==> config.mk <==
export PLATFORM = sky130hd
export DESIGN_NAME = life_generation_row_step_top_flat
export DESIGN_NICKNAME = d
export VERILOG_FILES = /design/src/lgrs_pkg.sv /design/src/lgrs_if.sv /design/src/lgrs_lane.sv /design/src/lgrs_merge.sv /design/src/life_generation_row_step_top.sv /design/src/flat_wrapper.sv
export SDC_FILE = /design/constraint.sdc
export NUM_CORES = 2
export LEC_CHECK = 0
export ABC_AREA = 1
export BUFFER_PORTS_ARGS = -buffer_cell sky130_fd_sc_hd__buf_4
export CAP_MARGIN = 15
export CORE_MARGIN = 1.5
export CORE_UTILIZATION = 50
export CTS_CLUSTER_SIZE = 20
export DETAILED_ROUTE_END_ITERATION = 8
export PLACE_DENSITY = 0.71
export SYNTH_ARGS = -nofsm -noshare
export SYNTH_HDL_FRONTEND = slang
export SYNTH_HIERARCHICAL = 1
export SYNTH_SLANG_ARGS = --single-unit
==> constraint.sdc <==
create_clock -name clk -period 17.6 [get_ports clk]
set_input_delay 0 -clock clk [delete_from_list [all_inputs] [get_ports clk]]
set_output_delay 0 -clock clk [all_outputs]
set_load 0.03 [all_outputs]
==> src/lgrs_pkg.sv <==
`timescale 1ns / 1ps
`default_nettype none
// ----------------------------------------------------------------------------
// lgrs_pkg
// Shared widths, register indexes, rule codes and the lane result type of the
// life generation row step block.
// ----------------------------------------------------------------------------
package lgrs_pkg;

  // Payload widths of the channels
  localparam int ROW_W     = 64;
  localparam int CNT_W     = 7;
  localparam int ROW_IDX_W = 10;

  // Configuration port
  localparam int CFG_W     = 7;
  localparam int CFG_IDX_W = 1;
  localparam logic [CFG_IDX_W-1:0] REG_GRID_WIDTH = 1'd0;
  localparam logic [CFG_IDX_W-1:0] REG_RULE_MODE  = 1'd1;
  localparam logic [CFG_W-1:0]     GRID_WIDTH_RESET = 7'd64;

  // Rule codes
  localparam logic RULE_STANDARD = 1'b0;
  localparam logic RULE_ALT      = 1'b1;

  // Neighbour counts that matter to the rules
  localparam int NBR_W      = 4;
  localparam int BIRTH_N    = 3;
  localparam int SURVIVE_LO = 2;

  // Defaults for the top-level parameters
  localparam int DEF_MAX_WIDTH = 64;
  localparam int DEF_MAX_ROWS  = 1024;

  // Population count tree: groups of eight bits
  localparam int GRP_W     = 8;
  localparam int NGRP      = ROW_W / GRP_W;
  localparam int GRP_CNT_W = 4;

  // One resolved row on its way to the merge stage
  typedef struct packed {
    logic [ROW_W-1:0]     next_cells;
    logic [ROW_W-1:0]     changed_mask;
    logic [ROW_IDX_W-1:0] row_index;
    logic                 last_row;
  } res_t;

endpackage
`default_nettype wire

==> src/lgrs_if.sv <==
`timescale 1ns / 1ps
`default_nettype none
// ----------------------------------------------------------------------------
// lgrs_if
// Valid/ready channels: the row input channel and the result channel.
// ----------------------------------------------------------------------------
interface lgrs_in_if;
  logic                       valid;
  logic                       ready;
  logic [lgrs_pkg::ROW_W-1:0] row_cells;
  logic                       end_of_grid;

  modport source (output valid, output row_cells, output end_of_grid, input ready);
  modport sink   (input valid, input row_cells, input end_of_grid, output ready);
endinterface

interface lgrs_out_if;
  logic                           valid;
  logic                           ready;
  logic [lgrs_pkg::ROW_W-1:0]     next_cells;
  logic [lgrs_pkg::ROW_W-1:0]     changed_mask;
  logic [lgrs_pkg::CNT_W-1:0]     changed_count;
  logic [lgrs_pkg::ROW_IDX_W-1:0] row_index;
  logic                           last_row;

  modport source (output valid, output next_cells, output changed_mask,
                  output changed_count, output row_index, output last_row,
                  input ready);
  modport sink   (input valid, input next_cells, input changed_mask,
                  input changed_count, input row_index, input last_row,
                  output ready);
endinterface
`default_nettype wire

==> src/lgrs_lane.sv <==
`timescale 1ns / 1ps
`default_nettype none
// ----------------------------------------------------------------------------
// lgrs_lane
// One cell: count the eight neighbours and apply the selected rule.
// ----------------------------------------------------------------------------
module lgrs_lane (
  input  wire logic [2:0] up_i,
  input  wire logic [1:0] side_i,
  input  wire logic [2:0] down_i,
  input  wire logic       alive_i,
  input  wire logic       rule_i,
  output logic            live_o
);

  logic [lgrs_pkg::NBR_W-1:0] cnt;

  // Sum the neighbours
  always_comb begin
    cnt = lgrs_pkg::NBR_W'(up_i[0]) + lgrs_pkg::NBR_W'(up_i[1])
        + lgrs_pkg::NBR_W'(up_i[2]) + lgrs_pkg::NBR_W'(side_i[0])
        + lgrs_pkg::NBR_W'(side_i[1]) + lgrs_pkg::NBR_W'(down_i[0])
        + lgrs_pkg::NBR_W'(down_i[1]) + lgrs_pkg::NBR_W'(down_i[2]);
  end

  // Pick the next state
  always_comb begin
    unique case (rule_i)
      lgrs_pkg::RULE_ALT: begin
        live_o = alive_i || (cnt == lgrs_pkg::NBR_W'(lgrs_pkg::SURVIVE_LO));
      end
      default: begin
        if (alive_i) begin
          live_o = (cnt == lgrs_pkg::NBR_W'(lgrs_pkg::SURVIVE_LO))
                || (cnt == lgrs_pkg::NBR_W'(lgrs_pkg::BIRTH_N));
        end else begin
          live_o = (cnt == lgrs_pkg::NBR_W'(lgrs_pkg::BIRTH_N));
        end
      end
    endcase
  end

endmodule
`default_nettype wire

==> src/lgrs_merge.sv <==
`timescale 1ns / 1ps
`default_nettype none
// ----------------------------------------------------------------------------
// lgrs_merge
// Merge the lane results: count changed cells in a two-level registered tree
// and hold the finished result in the output register.
// ----------------------------------------------------------------------------
module lgrs_merge (
  input  wire logic           clk,
  input  wire logic           rst_n,
  input  wire logic           res_valid_i,
  output logic                res_ready_o,
  input  wire lgrs_pkg::res_t res_i,
  lgrs_out_if.source          out_ch
);

  localparam int NGRP = lgrs_pkg::NGRP;
  localparam int GW   = lgrs_pkg::GRP_W;
  localparam int GCW  = lgrs_pkg::GRP_CNT_W;
  localparam int CW   = lgrs_pkg::CNT_W;

  logic                      a_v_r;
  lgrs_pkg::res_t            a_res_r;
  logic [NGRP-1:0][GCW-1:0]  a_grp_r;
  logic [NGRP-1:0][GCW-1:0]  grp_nxt;
  logic                      b_v_r;
  lgrs_pkg::res_t            b_res_r;
  logic [CW-1:0]             b_cnt_r;
  logic [CW-1:0]             cnt_nxt;
  logic                      b_ready;
  logic                      a_ready;

  // Stall chain back from the output register
  assign b_ready     = !b_v_r || out_ch.ready;
  assign a_ready     = !a_v_r || b_ready;
  assign res_ready_o = a_ready;

  // Count each group of eight changed bits
  always_comb begin
    for (int g = 0; g < NGRP; g++) begin
      grp_nxt[g] = '0;
      for (int b = 0; b < GW; b++) begin
        grp_nxt[g] = grp_nxt[g] + GCW'(res_i.changed_mask[g*GW+b]);
      end
    end
  end

  // Add up the group counts
  always_comb begin
    cnt_nxt = '0;
    for (int g = 0; g < NGRP; g++) begin
      cnt_nxt = cnt_nxt + CW'(a_grp_r[g]);
    end
  end

  // Advance the group-count stage
  always_ff @(posedge clk) begin
    if (!rst_n) begin
      a_v_r <= 1'b0;
    end else if (a_ready) begin
      a_v_r <= res_valid_i;
    end
  end

  always_ff @(posedge clk) begin
    if (a_ready && res_valid_i) begin
      a_res_r <= res_i;
      a_grp_r <= grp_nxt;
    end
  end

  // Advance the output register
  always_ff @(posedge clk) begin
    if (!rst_n) begin
      b_v_r <= 1'b0;
    end else if (b_ready) begin
      b_v_r <= a_v_r;
    end
  end

  always_ff @(posedge clk) begin
    if (b_ready && a_v_r) begin
      b_res_r <= a_res_r;
      b_cnt_r <= cnt_nxt;
    end
  end

  assign out_ch.valid         = b_v_r;
  assign out_ch.next_cells    = b_res_r.next_cells;
  assign out_ch.changed_mask  = b_res_r.changed_mask;
  assign out_ch.changed_count = b_cnt_r;
  assign out_ch.row_index     = b_res_r.row_index;
  assign out_ch.last_row      = b_res_r.last_row;

endmodule
`default_nettype wire

==> src/life_generation_row_step_top.sv <==
`timescale 1ns / 1ps
`default_nettype none
// ----------------------------------------------------------------------------
// life_generation_row_step_top
// One generation of a two-state automaton over a grid streamed row by row.
// ----------------------------------------------------------------------------
// Usage:
//   in_ch carries one grid row per transfer (row_cells, column 0 in bit 0)
//   and end_of_grid on the last row. out_ch carries one result per row:
//   next generation, changed mask, changed count, row index, last_row.
//   A row's result follows the transfer of the row below it; the row
//   flagged end_of_grid is resolved in the same transfer against a dead
//   row, so that transfer yields two results when a row is already held.
//   A result passes through the job register, the count stage and the
//   output register before it is offered on out_ch. Throughput: one row
//   per cycle while out_ch does not stall, set by the MAX_WIDTH cell lanes
//   that resolve a whole row at once. After an end_of_grid row with a row
//   already held, in_ch.ready stays low until its second result has taken
//   the job register, because that result shares the lanes.
//   cfg_we/cfg_index/cfg_wdata write grid_width and rule_mode; write only
//   while no results are outstanding.
//   Reset clears all held rows and the row counter and restores
//   grid_width 64 and the standard rule; no clearing pass is needed.
//   When out_ch stalls, results hold in the pipeline and in_ch.ready drops
//   once the pipeline is full.
// ----------------------------------------------------------------------------
module life_generation_row_step_top #(
  parameter int MAX_WIDTH = lgrs_pkg::DEF_MAX_WIDTH,
  parameter int MAX_ROWS  = lgrs_pkg::DEF_MAX_ROWS
) (
  input  wire logic                           clk,
  input  wire logic                           rst_n,
  input  wire logic                           cfg_we,
  input  wire logic [lgrs_pkg::CFG_IDX_W-1:0] cfg_index,
  input  wire logic [lgrs_pkg::CFG_W-1:0]     cfg_wdata,
  lgrs_in_if.sink                             in_ch,
  lgrs_out_if.source                          out_ch
);

  localparam int W  = MAX_WIDTH;
  localparam int IW = lgrs_pkg::ROW_IDX_W;
  localparam int CFW = lgrs_pkg::CFG_W;
  localparam logic [IW-1:0] IDX_MAX = IW'(MAX_ROWS - 1);

  typedef struct packed {
    logic [W-1:0]  up;
    logic [W-1:0]  mid;
    logic [W-1:0]  down;
    logic [IW-1:0] idx;
    logic          last;
  } job_t;

  logic [CFW-1:0] width_r;
  logic           rule_r;
  logic [CFW-1:0] w_eff;
  logic [W-1:0]   col_mask;

  logic [W-1:0]   above_r;
  logic [W-1:0]   held_r;
  logic           held_v_r;
  logic [IW-1:0]  cnt_r;
  logic [IW-1:0]  cnt_inc;

  logic [W-1:0]   in_row;
  logic           in_xfer;
  job_t           job1;
  job_t           job2;
  job_t           job_r;
  logic           job_v_r;
  job_t           pend_r;
  logic           pend_v_r;
  logic           job_adv;
  logic           res_ready;

  logic [W+1:0]   up_p;
  logic [W+1:0]   mid_p;
  logic [W+1:0]   down_p;
  logic [W-1:0]   live;
  logic [W-1:0]   next_row;
  lgrs_pkg::res_t res;

  // Configuration writes
  always_ff @(posedge clk) begin
    if (!rst_n) begin
      width_r <= lgrs_pkg::GRID_WIDTH_RESET;
      rule_r  <= lgrs_pkg::RULE_STANDARD;
    end else if (cfg_we) begin
      unique case (cfg_index)
        lgrs_pkg::REG_GRID_WIDTH: width_r <= cfg_wdata;
        lgrs_pkg::REG_RULE_MODE:  rule_r  <= cfg_wdata[0];
        default: ;
      endcase
    end
  end

  // Columns in use: clamp the width, one compare per lane
  always_comb begin
    w_eff = (width_r > CFW'(W)) ? CFW'(W) : width_r;
    for (int c = 0; c < W; c++) begin
      col_mask[c] = (CFW'(c) < w_eff);
    end
  end

  assign in_row  = in_ch.row_cells[W-1:0] & col_mask;
  assign cnt_inc = (cnt_r < IDX_MAX) ? cnt_r + IW'(1) : cnt_r;

  // Jobs a transfer can raise: the held row, and the flushed last row
  always_comb begin
    job1.up   = above_r & col_mask;
    job1.mid  = held_r & col_mask;
    job1.down = in_row;
    job1.idx  = cnt_r;
    job1.last = 1'b0;
    job2.up   = held_v_r ? (held_r & col_mask) : '0;
    job2.mid  = in_row;
    job2.down = '0;
    job2.idx  = held_v_r ? cnt_inc : '0;
    job2.last = 1'b1;
  end

  // Accept a row when no flush is pending and the job register moves
  assign job_adv     = !job_v_r || res_ready;
  assign in_ch.ready = !pend_v_r && job_adv;
  assign in_xfer     = in_ch.valid && in_ch.ready;

  // Row window state
  always_ff @(posedge clk) begin
    if (!rst_n) begin
      held_v_r <= 1'b0;
      cnt_r    <= '0;
    end else if (in_xfer) begin
      if (in_ch.end_of_grid) begin
        held_v_r <= 1'b0;
        cnt_r    <= '0;
      end else begin
        held_v_r <= 1'b1;
        cnt_r    <= held_v_r ? cnt_inc : '0;
      end
    end
  end

  always_ff @(posedge clk) begin
    if (!rst_n) begin
      above_r <= '0;
      held_r  <= '0;
    end else if (in_xfer) begin
      if (in_ch.end_of_grid) begin
        above_r <= '0;
        held_r  <= '0;
      end else begin
        above_r <= held_v_r ? held_r : '0;
        held_r  <= in_row;
      end
    end
  end

  // Job register and pending flush job
  always_ff @(posedge clk) begin
    if (!rst_n) begin
      job_v_r  <= 1'b0;
      pend_v_r <= 1'b0;
    end else if (job_adv) begin
      priority if (pend_v_r) begin
        job_v_r  <= 1'b1;
        pend_v_r <= 1'b0;
      end else if (in_xfer) begin
        job_v_r  <= held_v_r || in_ch.end_of_grid;
        pend_v_r <= held_v_r && in_ch.end_of_grid;
      end else begin
        job_v_r  <= 1'b0;
      end
    end
  end

  always_ff @(posedge clk) begin
    if (job_adv) begin
      priority if (pend_v_r) begin
        job_r <= pend_r;
      end else if (in_xfer) begin
        job_r  <= held_v_r ? job1 : job2;
        pend_r <= job2;
      end
    end
  end

  // Pad the rows so the edge lanes see dead cells outside
  assign up_p   = {1'b0, job_r.up, 1'b0};
  assign mid_p  = {1'b0, job_r.mid, 1'b0};
  assign down_p = {1'b0, job_r.down, 1'b0};

  // Cell lanes
  for (genvar c = 0; c < W; c++) begin : g_lane
    lgrs_lane u_lane (
      .up_i    (up_p[c+2:c]),
      .side_i  ({mid_p[c+2], mid_p[c]}),
      .down_i  (down_p[c+2:c]),
      .alive_i (job_r.mid[c]),
      .rule_i  (rule_r),
      .live_o  (live[c])
    );
  end

  // Clip to the grid and mark changes
  assign next_row         = live & col_mask;
  assign res.next_cells   = lgrs_pkg::ROW_W'(next_row);
  assign res.changed_mask = lgrs_pkg::ROW_W'(next_row ^ job_r.mid);
  assign res.row_index    = job_r.idx;
  assign res.last_row     = job_r.last;

  lgrs_merge u_merge (
    .clk         (clk),
    .rst_n       (rst_n),
    .res_valid_i (job_v_r),
    .res_ready_o (res_ready),
    .res_i       (res),
    .out_ch      (out_ch)
  );

endmodule
`default_nettype wire

==> src/flat_wrapper.sv <==
// flat-port wrapper written by rule: the top's interface ports become plain ports
module life_generation_row_step_top_flat 
#(
  parameter int MAX_WIDTH = lgrs_pkg::DEF_MAX_WIDTH,
  parameter int MAX_ROWS  = lgrs_pkg::DEF_MAX_ROWS
)
  (clk, rst_n, cfg_we, cfg_index, cfg_wdata, in_ch_valid, in_ch_row_cells, in_ch_end_of_grid, in_ch_ready, out_ch_valid, out_ch_next_cells, out_ch_changed_mask, out_ch_changed_count, out_ch_row_index, out_ch_last_row, out_ch_ready);
  lgrs_in_if in_ch_i ();
  lgrs_out_if out_ch_i ();
  input  wire logic clk;
  input  wire logic rst_n;
  input  wire logic cfg_we;
  input  wire logic [lgrs_pkg::CFG_IDX_W-1:0] cfg_index;
  input  wire logic [lgrs_pkg::CFG_W-1:0] cfg_wdata;
  input wire logic [$bits(in_ch_i.valid)-1:0] in_ch_valid;
  input wire logic [$bits(in_ch_i.row_cells)-1:0] in_ch_row_cells;
  input wire logic [$bits(in_ch_i.end_of_grid)-1:0] in_ch_end_of_grid;
  output wire logic [$bits(in_ch_i.ready)-1:0] in_ch_ready;
  output wire logic [$bits(out_ch_i.valid)-1:0] out_ch_valid;
  output wire logic [$bits(out_ch_i.next_cells)-1:0] out_ch_next_cells;
  output wire logic [$bits(out_ch_i.changed_mask)-1:0] out_ch_changed_mask;
  output wire logic [$bits(out_ch_i.changed_count)-1:0] out_ch_changed_count;
  output wire logic [$bits(out_ch_i.row_index)-1:0] out_ch_row_index;
  output wire logic [$bits(out_ch_i.last_row)-1:0] out_ch_last_row;
  input wire logic [$bits(out_ch_i.ready)-1:0] out_ch_ready;
  assign in_ch_i.valid = in_ch_valid;
  assign in_ch_i.row_cells = in_ch_row_cells;
  assign in_ch_i.end_of_grid = in_ch_end_of_grid;
  assign in_ch_ready = in_ch_i.ready;
  assign out_ch_valid = out_ch_i.valid;
  assign out_ch_next_cells = out_ch_i.next_cells;
  assign out_ch_changed_mask = out_ch_i.changed_mask;
  assign out_ch_changed_count = out_ch_i.changed_count;
  assign out_ch_row_index = out_ch_i.row_index;
  assign out_ch_last_row = out_ch_i.last_row;
  assign out_ch_i.ready = out_ch_ready;
  life_generation_row_step_top #(.MAX_WIDTH(MAX_WIDTH), .MAX_ROWS(MAX_ROWS)) u_core (.clk(clk), .rst_n(rst_n), .cfg_we(cfg_we), .cfg_index(cfg_index), .cfg_wdata(cfg_wdata), .in_ch(in_ch_i), .out_ch(out_ch_i));
endmodule
Word level (Yosys, flattened, before mapping)

Index checks and enable logic that the tools add are counted.

Bits in registers: 809
Memories kept: 0
Output and inout bits: 148
Bits of input ports: 78
Word-level logic and storage cells: 1,031
Latch bits: 0
Bits in read-only memories: 0
Bits in writable memories: 0

$mul: 0
Mux-type cells: 144
Bitwise logic cells: 7
Equal/unequal tests: 128
Shift operators: 0
Reductions and logical operators: 146
Div/mod/pow operators: 0
Order comparisons: 66
Add/subtract/negate cells: 505

Operators with widths:

| operator                                                            | number |
|---|---|
| 4-bit by 1-bit adder with 4-bit output                              | 408 |
| 203-bit 2-to-1 mux                                                  | 3 |
| 4-bit by 2-bit == test with 1-bit output, second input constant     | 128 |
| 64-bit bitwise AND                                                  | 4 |
| 64-bit 2-to-1 mux                                                   | 4 |
| 6-bit by 7-bit < comparator with 1-bit output, first input constant | 32 |
| 1-bit by 1-bit adder with 2-bit output                              | 71 |
| 1-bit 2-to-1 mux                                                    | 133 |
| 1-bit logical OR                                                    | 132 |
| 5-bit by 7-bit < comparator with 1-bit output, first input constant | 16 |
| 64-bit bitwise XOR                                                  | 1 |
| 4-bit by 7-bit < comparator with 1-bit output, first input constant | 8 |
| 3-bit by 1-bit adder with 4-bit output                              | 9 |
| 10-bit 2-to-1 mux                                                   | 3 |
| 7-bit by 4-bit adder with 7-bit output                              | 4 |
| 3-bit by 7-bit < comparator with 1-bit output, first input constant | 4 |
| 2-bit by 1-bit adder with 3-bit output                              | 9 |
| 1-bit by 7-bit < comparator with 1-bit output, first input constant | 2 |
| 2-bit by 7-bit < comparator with 1-bit output, first input constant | 2 |
| 10-bit by 1-bit adder with 10-bit output, second input constant     | 1 |
| 10-bit < comparator, second input constant                          | 1 |
| 6-bit by 4-bit adder with 7-bit output                              | 1 |
| 7-bit > comparator, second input constant                           | 1 |
| 7-bit 2-to-1 mux                                                    | 1 |
| other kinds (8)                                                     | 18 |

Longest topological paths before layout

Word-level depth: 20
Mapped depth: 23
Depth with buffers taken out: 23

Hierarchy

Netlist, hierarchy kept.

By module, submodules not included:

| module                       | cells an instance | seq. area each (um2) | area an instance (um2) | times used |
|---|---|---|---|---|
| life_generation_row_step_top | 2,287             | 13,222.7             | 21,222.9               | 1 |
| lgrs_lane                    | 30                | 0.0                  | 219.0                  | 64 |
| lgrs_merge                   | 581               | 9,559.2              | 11,776.3               | 1 |

Worst setup path before layout

OpenSTA, ideal clock, no wires.

Path kind: register -> register
From: register u_core.u_merge.b_v_r (netlist: u_core/u_merge/out_ch.valid)
To: register u_core.job_r, in the netlist u_core/down_p[10] (enable)
Period minus slack after synthesis: 12,056 ps
Arrival time: 11,221 ps
Library setup time: 835 ps
Buffers on the path: 1
Data required time: 16,765 ps
Cell stages (with the launch flop): 7
Setup slack: 5,544 ps
Cell sequence: dfxtp_1 > nand3_1 > nor2_1 > nor2_1 > nand2_1 > clkbuf_1 > a21oi_1

Cells in the longest elaborated chain, start to end: 8

RTL lines:

| item                          | line                                | RTL |
|---|---|---|
| start, declared               | lgrs_merge.sv:26                    | `logic b_v_r;` |
| start signal, assigned        | lgrs_merge.sv:77                    | `b_v_r <= a_v_r;` |
| 1-bit logical NOT             | lgrs_merge.sv:34                    | `assign b_ready = !b_v_r \|\| out_ch.ready;` |
| 1-bit logical OR              | lgrs_merge.sv:34                    |  |
| 1-bit logical OR              | lgrs_merge.sv:35                    | `assign a_ready = !a_v_r \|\| b_ready;` |
| via u_core.res_ready          | life_generation_row_step_top.sv:73  | `logic res_ready;` |
| 1-bit logical OR              | life_generation_row_step_top.sv:122 | `assign job_adv = !job_v_r \|\| res_ready;` |
| 1-bit logical AND             | life_generation_row_step_top.sv:123 | `assign in_ch.ready = !pend_v_r && job_adv;` |
| via in_ch_ready               | flat_wrapper.sv:18                  | `output wire logic [$bits(in_ch_i.ready)-1:0] in_ch_ready;` |
| 1-bit logical AND             | life_generation_row_step_top.sv:124 | `assign in_xfer = in_ch.valid && in_ch.ready;` |
| 2-bit nonzero test (no line)  | n/a                                 |  |
| 2-bit AND reduction (no line) | n/a                                 |  |
| end signal, assigned          | life_generation_row_step_top.sv:178 | `job_r <= pend_r;` |
| end signal, assigned          | life_generation_row_step_top.sv:180 | `job_r <= held_v_r ? job1 : job2;` |
| end, declared                 | life_generation_row_step_top.sv:68  | `job_t job_r;` |

The timed path passes the listed nets, and every way through them passes these cells.
A chain may end at the register's enable or synchronous reset.

==> results_dict.tcl <==
set metrics [dict create \
    clkLatencyLatePin_ns 0.67 \
    drive_above_1_share_pct 10.02 \
    worst_slew_pin_slew_ns 1.142 \
    dp_hpwl_um 77210 \
    num_rows 112 \
    nets 5724 \
    vias_per_cell 5.045 \
    cts_buffers 90 \
    wirelength_um 112900 \
    avgSynthCellArea_sq_um 9.819 \
    critPathMaxFanout 3 \
    rsz0062_at_grt "no" \
    final_cell_mix "inv_1 (1,286), nand2_1 (929), edfxtp_1 (658), fa_1 (311), a21oi_1 (287)" \
    timing.fmax_ghz 0.1665 \
    yosysWarnings 6 \
    rr_startpoint "u_core/job_r[162]" \
    worstReg2RegEnd "u_core/u_merge/a_grp_r[14]" \
    post-route-util_pct 58.00 \
    syn_area_sq_um 47010 \
    placed_cells 6184 \
    synth_largest_area_cell "edfxtp_1" \
    tns_ns 0 \
    dieArea_sq_um 95870 \
    postSynthCellCount 4788 \
    grt_max_degree 140 \
    slew_viol_final 0 \
    power_leakage_nw 24.76 \
    status "complete, no violations" \
    htree_levels 3 \
    cp-end-kind "flop" \
    gr-total-overflow 0 \
    grt_pass1_wl_um 176500 \
    clockBufferDepth 3 \
    worstPathArrival_ns 6.43 \
    fill_cells 7906 \
    boundaryPins 226 \
    yosys.area.top_type_share_pct 42.03 \
    drtIter0Drc 2699 \
    maxSlewHeadroom_pct 23.86 \
    ir_drop_mv 0.1958 \
    path_clk_slew_ns 0.06 \
    cts_sinks 809 \
    r2r_cells 22 \
    cap_violations 0 \
    io_buffer_count 225 \
    ys_seq_elements 809 \
    finalSetupViolCount 0 \
    drc 0 \
    drtAntennaViolNets 0 \
    final_common_cell "inv_1" \
    finalCritPeriodShare_pct 34.12 \
    area.growth.synth_to_final_pct 14.97 \
    crit_required_ns 18.02 \
    start_util_pct 50.45 \
    routedWlPerCell_um 17.52 \
    min_period_ns 6.006 \
    place_congestion 0.8821 \
    stdcell_count 6445 \
    start_kind "flop" \
    root_buffer "clkbuf_16" \
    min_to "u_core/rule_r" \
    cts_resized 0 \
    crit_type "reg2reg" \
    grt_antenna_before_repair 8 \
    cts_tree "done" \
    power_density_nw_per_um2 140.6 \
    fp.dieW_um 309.6 \
    core-area_sq_um 93190 \
    yosysSeqAreaShare_pct 48.46 \
    holdCritPathClass "in2reg" \
    rrSetupSlack_ns 11.59 \
    cts.hold.buffers_added 89 \
    holdPathStages 4 \
    fin_worst_skew_ns 0.03142 \
    hp-start "cfg_index" \
    first_global_vias 32156 \
    gr-usage-all-layers_pct 23.99 \
    vias 32518 \
    synth_cell_type_count 37 \
    dieHeight_um 309.6 \
    cts_setup_buffers 0 \
    synth_area_leaders "edfxtp_1 (42%), fa_1 (13%), inv_1 (10%)" \
    hold_violations 0 \
    first_pass_iters 6 \
]
-- power by group --
group	internal (mW)	switching [mW]	leakage, nW
Clock	1.16	0.801	1.50
Combinational	1.22	1.89	15.6
Sequential	2.44	0.0921	7.62
-- through the flow --
stage | setup slack [ns] | hold slack, ns | cell area [sq um] | power [mW]
after detailed placement | 11.58 | 0.2689 | 50050 | 5.650
after CTS | 11.59 | 0.1177 | 54040 | 7.647
after global routing | 11.31 | 0.1901 | 54050 | 8.171
after global placement | 11.73 | 0.2694 | 50050 | 5.486
final | 11.59 | 0.1556 | 54050 | 7.602
after floorplan | 5.544 | 0.09864 | 47030 | 4.671
-- cell usage after synthesis (all sizes together) --
cell type and instances:
a21boi 65, a21oi 289, a22o 2, a22oi 12, a31oi 33, a32o 15, and3 2, buf 52
clkbuf 59, clkinv 1, conb 1, dfxtp 151, edfxtp 658, fa 311, ha 224, inv 1303
nand2 939, nand3 139, nand4 14, nor2 251, nor3 34, o211ai 2, o21ai 91, o21bai 64
or2 1, xnor2 28, xor2 47
-- routing by layer --
metal	track usage [%]	vias up	share of wire, %
li1	-	15510	-
met1	32.89	15769	43
met2	38.97	1048	47
met3	3.457	189	6.8
met4	8.698	2	3.3
met5	0	-	0.012
-- state kept, by name (all words and copies together), names as in the netlist, 32 cells and up --
signal	count
u_core/above_r	64
u_core/down_p	64
u_core/held_r	64
u_core/job_r	139
u_core/pend_r	138
u_core/u_merge/a_grp_r	32
u_core/u_merge/a_res_r	139
u_core/u_merge/out_ch.changed_mask	64
u_core/u_merge/out_ch.next_cells	64
-- logic make-up after synthesis --
| family | after synthesis | synth area share, % |
|---|---|---|
| adder cells (fa/ha/maj) | 535 | 19.20 |
| other | 1 | 0.007977 |
| flip-flops | 809 | 48.46 |
| XOR/XNOR | 75 | 1.397 |
| AO/OA/AOI/OAI | 573 | 7.684 |
| AND/OR/NAND/NOR | 1380 | 11.79 |
| buffers and inverters | 1415 | 11.45 |
-- worst max-delay path by stage --
| stage | startpoint | endpoint | slack (ns) | cells past startpoint |
|---|---|---|---|---|
| 3_3_place_gp | u_core/job_r[162] | u_core/u_merge/a_grp_r[13] | 11.73 | 22 |
| 5_1_grt | u_core/job_r[146] | u_core/u_merge/a_grp_r[6] | 11.31 | 21 |
| 4_1_cts | u_core/job_r[162] | u_core/u_merge/a_grp_r[14] | 11.59 | 22 |
| 6_report | u_core/job_r[162] | u_core/u_merge/a_grp_r[14] | 11.59 | 22 |
| 3_5_place_dp | u_core/job_r[162] | u_core/u_merge/a_grp_r[14] | 11.58 | 22 |
| 2_1_floorplan | u_core/u_merge/out_ch.valid | u_core/down_p[10] | 5.54 | 6 |
-- final cells by class --
| class | instances | area, sq um | area share [%] |
|---|---|---|---|
| Tap cell | 1254 | 1569 | 2.903 |
| Inverter | 1304 | 4912 | 9.089 |
| Antenna cell | 3 | 7.507 | 0.01389 |
| Multi-Input combinational cell | 2569 | 18900 | 34.98 |
| Clock buffer | 119 | 2431 | 4.498 |
| Clock inverter | 50 | 665.6 | 1.232 |
| Sequential cell | 809 | 22790 | 42.17 |
| Timing Repair Buffer | 337 | 2765 | 5.116 |
-- critical path, cell delays in order, from the launching register on --
cell and delay (ns):
edfxtp_1 0.40, inv_1 0.09, fa_1 0.55, fa_1 0.44, fa_1 0.49, inv_1 0.04
ha_1 0.20, fa_1 0.48, a21boi_2 0.14, nand2_1 0.06, a21oi_1 0.12, inv_1 0.05
nor2_1 0.16, xor2_1 0.33, fa_1 0.46, inv_1 0.10, fa_1 0.43, fa_1 0.44
inv_1 0.07, ha_1 0.15, inv_1 0.05, fa_1 0.38, xnor2_1 0.13
Note: power is estimated with default switching activity, not from simulation.
